[src/rtl/core/pasrd_pkg.sv]
package pasrd_pkg;

  localparam int unsigned AngleW  = 9;
  localparam int unsigned TableW  = 8;
  localparam int unsigned ReloadW = 16;
  localparam int unsigned CfgIdxW = 3;
  localparam int unsigned CfgDataW = 16;

  typedef enum logic [1:0] {
    REQ_TICK    = 2'd0,
    REQ_LEVEL   = 2'd1,
    REQ_RESTART = 2'd2
  } req_kind_t;

  localparam logic [CfgIdxW-1:0] REG_ANGLE_HIGH  = 3'd0;
  localparam logic [CfgIdxW-1:0] REG_ANGLE_MID   = 3'd1;
  localparam logic [CfgIdxW-1:0] REG_ANGLE_LOW   = 3'd2;
  localparam logic [CfgIdxW-1:0] REG_ANGLE_START = 3'd3;
  localparam logic [CfgIdxW-1:0] REG_UNIT_TIME   = 3'd4;
  localparam logic [CfgIdxW-1:0] REG_TIMER_TOP   = 3'd5;
  localparam logic [CfgIdxW-1:0] REG_TICK_MS     = 3'd6;

  localparam logic [1:0] LEVEL_START = 2'd3;

  localparam logic [TableW-1:0] RST_ANGLE_HIGH  = 8'd140;
  localparam logic [TableW-1:0] RST_ANGLE_MID   = 8'd90;
  localparam logic [TableW-1:0] RST_ANGLE_LOW   = 8'd10;
  localparam logic [TableW-1:0] RST_ANGLE_START = 8'd170;
  localparam logic [7:0]        RST_UNIT_TIME   = 8'd55;
  localparam logic [15:0]       RST_TIMER_TOP   = 16'hFFFF;
  localparam logic [3:0]        RST_TICK_MS     = 4'd1;

  localparam logic [7:0]        UPDATE_MARK = 8'd10;
  localparam logic [TableW-1:0] DITHER_STEP = 8'd5;

  typedef struct packed {
    logic [3:0][TableW-1:0] angle_tbl;
    logic [7:0]             unit_time;
    logic [15:0]            timer_top;
    logic [3:0]             tick_ms;
  } cfg_t;

  typedef struct packed {
    logic               reload_valid;
    logic [ReloadW-1:0] reload_value;
    logic [AngleW-1:0]  current_angle;
    logic [1:0]         target_level;
    logic               stable;
  } result_t;

endpackage

[src/rtl/core/pasrd_cfg.sv]
module pasrd_cfg (
  input  logic                            clk,
  input  logic                            rst,
  input  logic                            cfg_we,
  input  logic [pasrd_pkg::CfgIdxW-1:0]   cfg_index,
  input  logic [pasrd_pkg::CfgDataW-1:0]  cfg_data,
  output pasrd_pkg::cfg_t                 cfg
);

  pasrd_pkg::cfg_t regs;

  always_ff @(posedge clk) begin
    if (rst) begin
      regs.angle_tbl[0] <= pasrd_pkg::RST_ANGLE_HIGH;
      regs.angle_tbl[1] <= pasrd_pkg::RST_ANGLE_MID;
      regs.angle_tbl[2] <= pasrd_pkg::RST_ANGLE_LOW;
      regs.angle_tbl[3] <= pasrd_pkg::RST_ANGLE_START;
      regs.unit_time    <= pasrd_pkg::RST_UNIT_TIME;
      regs.timer_top    <= pasrd_pkg::RST_TIMER_TOP;
      regs.tick_ms      <= pasrd_pkg::RST_TICK_MS;
    end else if (cfg_we) begin
      unique case (cfg_index) inside
        pasrd_pkg::REG_ANGLE_HIGH, pasrd_pkg::REG_ANGLE_MID,
        pasrd_pkg::REG_ANGLE_LOW, pasrd_pkg::REG_ANGLE_START: begin
          regs.angle_tbl[cfg_index[1:0]] <= cfg_data[pasrd_pkg::TableW-1:0];
        end
        pasrd_pkg::REG_UNIT_TIME: regs.unit_time <= cfg_data[7:0];
        pasrd_pkg::REG_TIMER_TOP: regs.timer_top <= cfg_data[15:0];
        pasrd_pkg::REG_TICK_MS:   regs.tick_ms   <= cfg_data[3:0];
        default: ;
      endcase
    end
  end

  assign cfg = regs;

endmodule

[src/rtl/core/pasrd_track.sv]
module pasrd_track (
  input  logic                  clk,
  input  logic                  rst,
  input  logic                  step,
  input  logic [1:0]            req_type,
  input  logic [1:0]            level,
  input  pasrd_pkg::cfg_t       cfg,
  output pasrd_pkg::result_t    result
);

  localparam int unsigned AW = pasrd_pkg::AngleW;
  localparam int unsigned TW = pasrd_pkg::TableW;

  logic [7:0]    tick_accum, tick_accum_next;
  logic [2:0]    ramp_phase, ramp_phase_next;
  logic          dither_phase, dither_phase_next;
  logic          dither_side_high, dither_side_high_next;
  logic [AW-1:0] angle_now, angle_now_next;
  logic [TW-1:0] angle_goal, angle_goal_next;
  logic [1:0]    goal_index, goal_index_next;
  logic          settled, settled_next;

  logic [7:0]    acc_sum;
  logic          update;
  logic [16:0]   product;
  logic [15:0]   reload;
  logic [AW-1:0] goal_ext;
  logic [AW-1:0] ramp_angle;
  logic          ramp_settled;

  assign acc_sum  = tick_accum + {4'd0, cfg.tick_ms};
  assign update   = (req_type == pasrd_pkg::REQ_TICK) && (acc_sum == pasrd_pkg::UPDATE_MARK);
  assign product  = angle_now * cfg.unit_time;
  assign reload   = cfg.timer_top - product[15:0];
  assign goal_ext = {1'b0, angle_goal};

  always_comb begin
    tick_accum_next       = tick_accum;
    ramp_phase_next       = ramp_phase;
    dither_phase_next     = dither_phase;
    dither_side_high_next = dither_side_high;
    angle_now_next        = angle_now;
    angle_goal_next       = angle_goal;
    goal_index_next       = goal_index;
    settled_next          = settled;
    ramp_angle            = angle_now;
    ramp_settled          = settled;

    case (req_type)
      pasrd_pkg::REQ_TICK: begin
        tick_accum_next = update ? 8'd0 : acc_sum;
        if (update) begin
          ramp_phase_next = ramp_phase + 3'd1;
          // step toward the goal once every eight updates
          if (ramp_phase_next == 3'd0) begin
            if (!settled && angle_now < goal_ext) begin
              ramp_angle = angle_now + 9'd1;
            end else if (!settled && angle_now > goal_ext) begin
              ramp_angle = angle_now - 9'd1;
            end else begin
              ramp_settled = 1'b1;
            end
          end
          angle_now_next    = ramp_angle;
          settled_next      = ramp_settled;
          dither_phase_next = ~dither_phase;
          // alternate low and high dither around a settled goal
          if (dither_phase && ramp_settled) begin
            if (dither_side_high) begin
              angle_now_next        = goal_ext + {1'b0, pasrd_pkg::DITHER_STEP};
              dither_side_high_next = 1'b0;
            end else begin
              angle_now_next = (angle_goal >= pasrd_pkg::DITHER_STEP) ?
                               {1'b0, angle_goal - pasrd_pkg::DITHER_STEP} : '0;
              dither_side_high_next = 1'b1;
            end
          end
        end
      end
      pasrd_pkg::REQ_LEVEL: begin
        goal_index_next = level;
        angle_goal_next = cfg.angle_tbl[level];
        settled_next    = 1'b0;
      end
      pasrd_pkg::REQ_RESTART: begin
        goal_index_next = pasrd_pkg::LEVEL_START;
        angle_goal_next = cfg.angle_tbl[pasrd_pkg::LEVEL_START];
        angle_now_next  = {1'b0, cfg.angle_tbl[pasrd_pkg::LEVEL_START]};
        settled_next    = 1'b1;
      end
      default: ;
    endcase
  end

  always_ff @(posedge clk) begin
    if (rst) begin
      tick_accum       <= '0;
      ramp_phase       <= '0;
      dither_phase     <= 1'b0;
      dither_side_high <= 1'b0;
      angle_now        <= {1'b0, pasrd_pkg::RST_ANGLE_START};
      angle_goal       <= pasrd_pkg::RST_ANGLE_START;
      goal_index       <= pasrd_pkg::LEVEL_START;
      settled          <= 1'b1;
    end else if (step) begin
      tick_accum       <= tick_accum_next;
      ramp_phase       <= ramp_phase_next;
      dither_phase     <= dither_phase_next;
      dither_side_high <= dither_side_high_next;
      angle_now        <= angle_now_next;
      angle_goal       <= angle_goal_next;
      goal_index       <= goal_index_next;
      settled          <= settled_next;
    end
  end

  assign result.reload_valid  = update;
  assign result.reload_value  = update ? reload : '0;
  assign result.current_angle = angle_now_next;
  assign result.target_level  = goal_index_next;
  assign result.stable        = settled_next;

endmodule

[src/rtl/core/phase_angle_soft_ramp_dither.sv]
// Triac firing-angle tracker with soft start and dither.
// Request channel: req_valid/req_stall carry req_type (tick, level request,
// restart) and level. Response channel: rsp_valid/rsp_stall carry one result
// item per request: reload_valid, reload_value, current_angle, target_level
// and stable.
// Configuration: write cfg_data into register cfg_index while cfg_we is high,
// only while the block is idle. Indexes 0..3 are the angle table, 4 the
// timer counts per angle step, 5 the timer top, 6 the tick size.
// A request is accepted into one input register, then the state update and
// reload multiply-subtract run, whose result lands in the output register.
// One item is accepted every cycle while req_stall is low.
// When the receiver stalls, the output register holds its item and the input
// register takes one more; req_stall rises only when both are full.
// Synchronous reset empties both registers and loads the reset angle table,
// the start angle as current and target angle, and sets stable.
module phase_angle_soft_ramp_dither (
  input  logic                           clk,
  input  logic                           rst,
  input  logic                           req_valid,
  output logic                           req_stall,
  input  logic [1:0]                     req_type,
  input  logic [1:0]                     level,
  output logic                           rsp_valid,
  input  logic                           rsp_stall,
  output logic                           reload_valid,
  output logic [pasrd_pkg::ReloadW-1:0]  reload_value,
  output logic [pasrd_pkg::AngleW-1:0]   current_angle,
  output logic [1:0]                     target_level,
  output logic                           stable,
  input  logic                           cfg_we,
  input  logic [pasrd_pkg::CfgIdxW-1:0]  cfg_index,
  input  logic [pasrd_pkg::CfgDataW-1:0] cfg_data
);

  pasrd_pkg::cfg_t    cfg;
  pasrd_pkg::result_t result;
  pasrd_pkg::result_t rsp;

  logic       s1_valid;
  logic [1:0] s1_type;
  logic [1:0] s1_level;
  logic       s1_move;
  logic       accept;

  assign s1_move   = s1_valid && (!rsp_valid || !rsp_stall);
  assign req_stall = s1_valid && rsp_valid && rsp_stall;
  assign accept    = req_valid && !req_stall;

  pasrd_cfg u_cfg (
    .clk       (clk),
    .rst       (rst),
    .cfg_we    (cfg_we),
    .cfg_index (cfg_index),
    .cfg_data  (cfg_data),
    .cfg       (cfg)
  );

  pasrd_track u_track (
    .clk      (clk),
    .rst      (rst),
    .step     (s1_move),
    .req_type (s1_type),
    .level    (s1_level),
    .cfg      (cfg),
    .result   (result)
  );

  always_ff @(posedge clk) begin
    if (rst) begin
      s1_valid <= 1'b0;
    end else if (accept) begin
      s1_valid <= 1'b1;
    end else if (s1_move) begin
      s1_valid <= 1'b0;
    end
  end

  always_ff @(posedge clk) begin
    if (accept) begin
      s1_type  <= req_type;
      s1_level <= level;
    end
  end

  always_ff @(posedge clk) begin
    if (rst) begin
      rsp_valid <= 1'b0;
    end else if (s1_move) begin
      rsp_valid <= 1'b1;
    end else if (!rsp_stall) begin
      rsp_valid <= 1'b0;
    end
  end

  always_ff @(posedge clk) begin
    if (s1_move) begin
      rsp <= result;
    end
  end

  assign reload_valid  = rsp.reload_valid;
  assign reload_value  = rsp.reload_value;
  assign current_angle = rsp.current_angle;
  assign target_level  = rsp.target_level;
  assign stable        = rsp.stable;

endmodule
[config.mk]
export PLATFORM = sky130hd
export DESIGN_NAME = phase_angle_soft_ramp_dither
export DESIGN_NICKNAME = d
export VERILOG_FILES = /design/src/rtl/core/pasrd_pkg.sv /design/src/rtl/core/pasrd_cfg.sv /design/src/rtl/core/pasrd_track.sv /design/src/rtl/core/phase_angle_soft_ramp_dither.sv
export SDC_FILE = /design/constraint.sdc
export NUM_CORES = 1
export LEC_CHECK = 0
export ABC_AREA = 1
export BUFFER_PORTS_ARGS = -buffer_cell sky130_fd_sc_hd__buf_2
export CAP_MARGIN = 20
export CORE_ASPECT_RATIO = 1.1
export CORE_MARGIN = 2
export CORE_UTILIZATION = 53
export DETAILED_ROUTE_END_ITERATION = 8
export GPL_ROUTABILITY_DRIVEN = 0
export GPL_TIMING_DRIVEN = 1
export PLACE_DENSITY = 0.71
export RECOVER_POWER = 100
export SLEW_MARGIN = 40
export SYNTH_ARGS = -nofsm -noshare
export SYNTH_HDL_FRONTEND = slang
export SYNTH_SLANG_ARGS = --single-unit
[constraint.sdc]
create_clock -name clk -period 11.2 [get_ports clk]
set_input_delay 1.12 -clock clk [delete_from_list [all_inputs] [get_ports clk]]
set_output_delay 1.12 -clock clk [all_outputs]
set_load 0.1 [all_outputs]
==> results_dict.tcl, run 1 <==
set metrics [dict create \
    avgSynthCellArea_um2 7.40 \
    hold_viol_final 0 \
    use_met2_pct 40.9 \
    postRouteAntennaNets 0 \
    fin_cells 1562 \
    path_clk_slew_ps 60 \
    arrival_ps 5400 \
    drt_first_iter_violations 695 \
    yosys.area_share.simple_pct 23.2 \
    hold_buffers 0 \
    synth_top_family_by_area "simple AND/OR/NAND/NOR gates" \
    cp_max_fo 44 \
    post-route-period-util_pct 45.1 \
    synth_edf_count 33 \
    synth_seq_cells 128 \
    antenna_found_initial 0 \
    cellPowerDensity_mw_per_mm2 177 \
    drt-pass1-iter-count 7 \
    slew_viol_final 116 \
    yosys_warnings 0 \
    grt_setup_unrepaired "false" \
    critPathSlowestCell "clkbuf_1" \
    netlist-cell-type-count 46 \
    status "complete, but fails checks" \
    rrSetupSlack_ps 6470 \
    io_buffers 58 \
    p_leak_nw 5.18 \
    num_io_pins 59 \
    clk_latency_ps 430 \
    finClkSkew_ps 10.2 \
    drc 0 \
    hold_start "u_cfg.cfg[30]" \
    crit_type "in2reg" \
    r2r_cells 18 \
    power.share.sequential_pct 28.4 \
    synthXorXnorAreaFrac_pct 2.48 \
    die_area_mm2 0.0190 \
    drv_cap 2 \
    slew_headroom_pct -91.8 \
    whs_path_depth 2 \
    clock-sinks 128 \
    cts_buffer_depth 2 \
    final_common_cell "nand2_1" \
    vdd_drop_max_v 0.000130 \
    dp.cells 1530 \
    grt_usage_pct 24.7 \
    die_x_um 131 \
    netlist_top_cells_area "dfxtp_1, nand2_1, fa_1" \
    syn_to_final_growth_pct 9.03 \
    final_area_mm2 0.0103 \
    ys.flop_type "dfxtp_1" \
    syn_inst 1281 \
    startpoint_type "input port" \
    synth_nets 1425 \
    setup_viol 0 \
    gr-usage-met1_pct 32.4 \
    r2r-end "reload_value[13]" \
    vias 8199 \
    yosysTopAreaCell "dfxtp_1" \
    cts-resized-gates 0 \
    ctsRootBufferMaster "clkbuf_16" \
    met3_usage_pct 4.38 \
    crit_path_end_kind "flip-flop" \
    timing.rr.start "u_track.angle_now[5]" \
    cts_buffers 17 \
    hold-path-endpoint "u_cfg.cfg[30]" \
    critPathMostFrequentCell "inv_1" \
    critPathMaxStageDelay_ps 1660 \
    clock.fmax_mhz 198 \
    avgViaCountPerCell 5.25 \
    grt_pass1_wl_um 37200 \
    utilization_pct 58.7 \
    power.clock.fraction_pct 28.6 \
    layout_min_cycle_time_ps 5050 \
    initial_core_util_pct 53.8 \
    cts_tree "done" \
    placed_area_mm2 0.00986 \
    grt_max_degree 71 \
    min_path_type "reg2reg" \
    wirelength_um 22400 \
    final_cell_mix "nand2_1, inv_1, dfxtp_1" \
    dp.final_hpwl_um 16500 \
    finalSetupTns_ps 0 \
    postSynth.asyncResetShare_pct 0 \
    routedWlPerCell_um 14.4 \
    timing.hold.ws_ps 455 \
    p_int_mw 1.08 \
    insertedDiodeCount 0 \
    die_h_um 144 \
    design.core.area_mm2 0.0176 \
    busiest_layer "met2" \
    syn_area_mm2 0.00948 \
    post_cts_buffers 0 \
    worst_pin_slew_ps 2880 \
    globalRouteOverflowTotal 0 \
    grt_pass1_vias 7649 \
    synthMuxAreaShare_pct 0 \
    synthAdderAreaFrac_pct 19.7 \
    rows 51 \
    power.switching_mw 0.748 \
    ys_seq_area_share_pct 30.5 \
    required_ps 11550 \
    num-nets-final 1455 \
    crit_chain "buf_2 > nand2_1 > inv_1 > nor2_4 > clkbuf_1 > inv_1 > nor2_1 > inv_1 > nor2_1 > o21ai_0 > a21oi_1" \
    synthDominantCellAreaShare_pct 20.1 \
    synth-compound-area-share_pct 12.2 \
    critPathTopFamily "buffers and inverters" \
    drive_gt1_share_pct 6.50 \
    path_buf_inv 5 \
    violations "max-capacitance violations, max-slew violations" \
    cts_max_level 4 \
    p_comb_share_pct 43.0 \
    sw_frac_of_total_pct 40.9 \
]
[registers in the layout (all words and copies together) (netlist names), 3 cells and up]
signal,flops
u_track.tick_accum,8
u_cfg.cfg,60
u_track.angle_goal,8
reload_value,16
current_angle,9
u_track.ramp_phase,3
u_track.angle_now,9
[kinds of logic (layout without fill, tap and decap cells)]
logic type               Yosys count  count (layout)
buffers and inverters            286             329
flip-flops                       128             128
XOR/XNOR                          26              26
AO/OA/AOI/OAI                    208             208
adder cells (fa/ha/maj)          116             116
AND/OR/NAND/NOR                  517             517
[stage by stage]
stage | total power [mW] | setup slack [ps]
CTS | 1.83 | 6640
global placement | 1.30 | 6740
floorplan | 1.16 | 6910
finish | 1.83 | 6150
detailed placement | 1.31 | 6700
global route | 1.97 | 5720
[cell usage after synthesis (2+ instances only)]
cell	count
nor3_2	2
nor3_1	9
a21oi_1	91
xor2_1	15
o21ai_1	4
xnor2_1	10
nor2_1	90
clkinv_1	2
edfxtp_1	33
inv_1	227
nand4_1	11
clkbuf_1	39
a21boi_0	3
nand3_1	77
o21a_1	4
o21ai_0	74
inv_2	7
nor2_2	2
dfxtp_1	95
nor2_4	3
o31ai_1	3
nand2_1	306
o221ai_1	4
ha_1	61
buf_6	5
o211ai_1	19
nand2_2	6
or2_2	2
buf_2	3
fa_1	55
nand3_2	4
[metal layers]
metal	vias to the layer above	routed length (um)
li1	4106	-
met4	0	534
met1	3779	10200
met5	-	0
met2	269	10400
met3	45	1270
[power by group through the flow]
stage	sequential, mW	clock (mW)	combinational (mW)
final	0.519	0.524	0.787
after global routing	0.522	0.548	0.897
after CTS	0.519	0.528	0.786
after detailed placement	0.528	0	0.782
after global placement	0.528	0	0.770
after floorplan	0.551	0	0.607
[worst register-to-register path, delay by kind of cell, from the launching register on]
family                     cells  cell delay (ps)
adders and majority gates      5             2260
DFF                            1              690
buffers and inverters          5              380
AOI/OAI and AO/OA              6             1120
and+or+nand+nor                2              150
[area by class of cell]
cell class                      count  area [um^2]
Clock buffer                       21          472
Clock inverter                     11         78.8
Fill cell                        1650         7280
Inverter                          237          892
Multi-Input combinational cell    867         5440
Sequential cell                   128         2890
Tap cell                          238          298
Timing Repair Buffer               60          258
[worst max path at each step]
stage	start	end	slack [ps]	cells past startpoint
floorplan	u_track.angle_now[1]	reload_value[13]	6910	16
global placement	u_track.angle_now[5]	reload_value[13]	6740	17
detailed placement	u_track.angle_now[1]	reload_value[13]	6700	15
CTS	u_track.angle_now[0]	reload_value[13]	6640	16
global route	rsp_stall	u_track.dither_phase	5720	11
finish	rsp_stall	u_track.ramp_phase[2]	6150	11
Note: power is estimated with default switching activity, not from simulation.
==> run 2: changes to the inputs <==
- clock period: 11.2 -> 5.1 ns (I/O delays scaled with it)
==> run 2 against run 1 <==
  * Highest routed layer unchanged
  * First-iteration DRC count decreased by 14%
  * Clock power increased by 120%
  * Critical path depth increased by 5
  * Routed wire length about the same
  * Core utilization increased by 0.078 points
  * Non-clock buffer count increased by 4
  * The run still ends with max-capacitance violations, max-slew violations left
  * Via count increased by 1.0%
  * Largest cell class unchanged
  * Power increased by 120%
  * Clock-buffer cell count decreased by 1
  * Critical path type is now reg2reg
==> results_dict.tcl, run 2 (synthesized netlist as in run 1, its figures left out) <==
set metrics [dict create \
    vias 8284 \
    cts_buffers 17 \
    critPathMostFrequentCell "fa_1" \
    clock-sinks 128 \
    multi_input_area_mm2 0.00542 \
    grt_usage_pct 24.6 \
    fin_ws_ps 539 \
    cts_max_level 4 \
    slew_headroom_pct -90.0 \
    die_h_um 144 \
    worst_pin_slew_ps 2850 \
    die_area_mm2 0.0190 \
    seqCellArea_mm2 0.00289 \
    syn_to_final_growth_pct 9.18 \
    hold_viol_final 0 \
    violations "max-capacitance violations, max-slew violations" \
    drt_first_iter_violations 600 \
    timing.hold.ws_ps 249 \
    status "complete, but fails checks" \
    whs_path_depth 1 \
    p_leak_nw 5.20 \
    cts_buffer_depth 2 \
    grt_pass1_vias 7657 \
    finClkSkew_ps 10.3 \
    antenna_found_initial 0 \
    postRouteAntennaNets 0 \
    final_area_mm2 0.0103 \
    routedWlPerCell_um 14.3 \
    avgViaCountPerCell 5.29 \
    post-route-period-util_pct 89.4 \
    layout_min_cycle_time_ps 4560 \
    design.core.area_mm2 0.0176 \
    setup_viol 0 \
    globalRouteOverflowTotal 0 \
    insertedDiodeCount 0 \
    clk_latency_ps 430 \
    critPathMaxStageDelay_ps 620 \
    num_io_pins 59 \
    nFillCells 1674 \
    wirelength_um 22400 \
    utilization_pct 58.7 \
    arrival_ps 4740 \
    pre_cts_ws_ps 548 \
    largest_reg_flops 60 \
    r2r_cells 16 \
    startpoint_type "flip-flop" \
    grt_setup_unrepaired "false" \
    ctsRootBufferMaster "clkbuf_16" \
    cts-resized-gates 0 \
    vdd_drop_max_v 0.000252 \
    cellPowerDensity_mw_per_mm2 387 \
    clock.fmax_mhz 219 \
    crit_path_end_kind "flip-flop" \
    cts_tree "done" \
    slew_viol_final 71 \
    crit_type "reg2reg" \
    finalSetupTns_ps 0 \
    cp_max_fo 14 \
    drc 0 \
    drt-pass1-iter-count 7 \
    hold_buffers 0 \
    rows 51 \
    grt_max_degree 71 \
    initial_core_util_pct 53.8 \
    die_x_um 131 \
    min_path_type "in2reg" \
    required_ps 5280 \
    dp.final_hpwl_um 16800 \
    final_common_cell "nand2_1" \
    drive_gt1_share_pct 6.78 \
    num-nets-final 1459 \
    post_cts_buffers 0 \
    path_clk_slew_ps 60 \
    placed_area_mm2 0.00988 \
    crit_chain "nand2_1 > fa_1 > fa_1 > fa_1 > inv_1 > fa_1 > inv_1 > ha_1 > nand2_1 > o21ai_0 > inv_1 > nand2_1 > a21boi_1 > o21ai_0 > a21oi_1 > o21a_1" \
    final_cell_mix "nand2_1, inv_1, dfxtp_1" \
    critPathSlowestCell "dfxtp_1" \
    grt_pass1_wl_um 37100 \
    drv_cap 1 \
    io_buffers 58 \
]
run 2: routing by layer:
| layer | wire length (um) | up-vias | GRT usage (%) | part of all wire [%] |
|---|---|---|---|---|
| li1 | - | 4120 | - | - |
| met1 | 9920 | 3843 | 31.3 | 44 |
| met2 | 10600 | 287 | 42.3 | 47 |
| met3 | 1490 | 34 | 5.26 | 6.7 |
| met4 | 446 | 0 | 7.61 | 2.0 |
| met5 | 0 | - | 0 | 0 |
run 2: critical path, delay by kind of cell (launching register included):
kind	cells	cell delay, ps
buffers and inverters	3	170
AND/OR/NAND/NOR	3	310
adder cells (fa/ha/maj)	5	2480
AO/OA/AOI/OAI	5	730
flip-flops	1	620
run 2: per-stage QoR:
stage	power, mW	instances
floorplan	2.54	1281
CTS	4.02	1566
global route	4.34	1566
finish	4.00	1566
detailed placement	2.88	1534
global placement	2.85	1534
run 2: area by class of cell:
class / instances / area share [%]
multi-input combinational: 867 / 52.4
timing repair buffer: 64 / 2.82
clock inverter: 12 / 0.810
sequential: 128 / 28.0
tap: 238 / 2.88
clock buffer: 20 / 4.52
inverter: 237 / 8.62
run 2: path summary, 6_finish.rpt:
path	startpoint	slack, ps	to
max	u_track.angle_now[1]	540	reload_value[13]
min	level[1]	250	s1_level[1]
max reg2reg	u_track.angle_now[1]	540	reload_value[13]
min reg2reg	u_cfg.cfg[30]	450	u_cfg.cfg[30]
run 2: power by group:
part	switching (mW)	internal [mW]	leakage [nW]
sequential	0.0496	1.09	1.09
clock	0.482	0.662	0.275
combinational	1.09	0.628	3.84
total	1.62	2.38	5.20
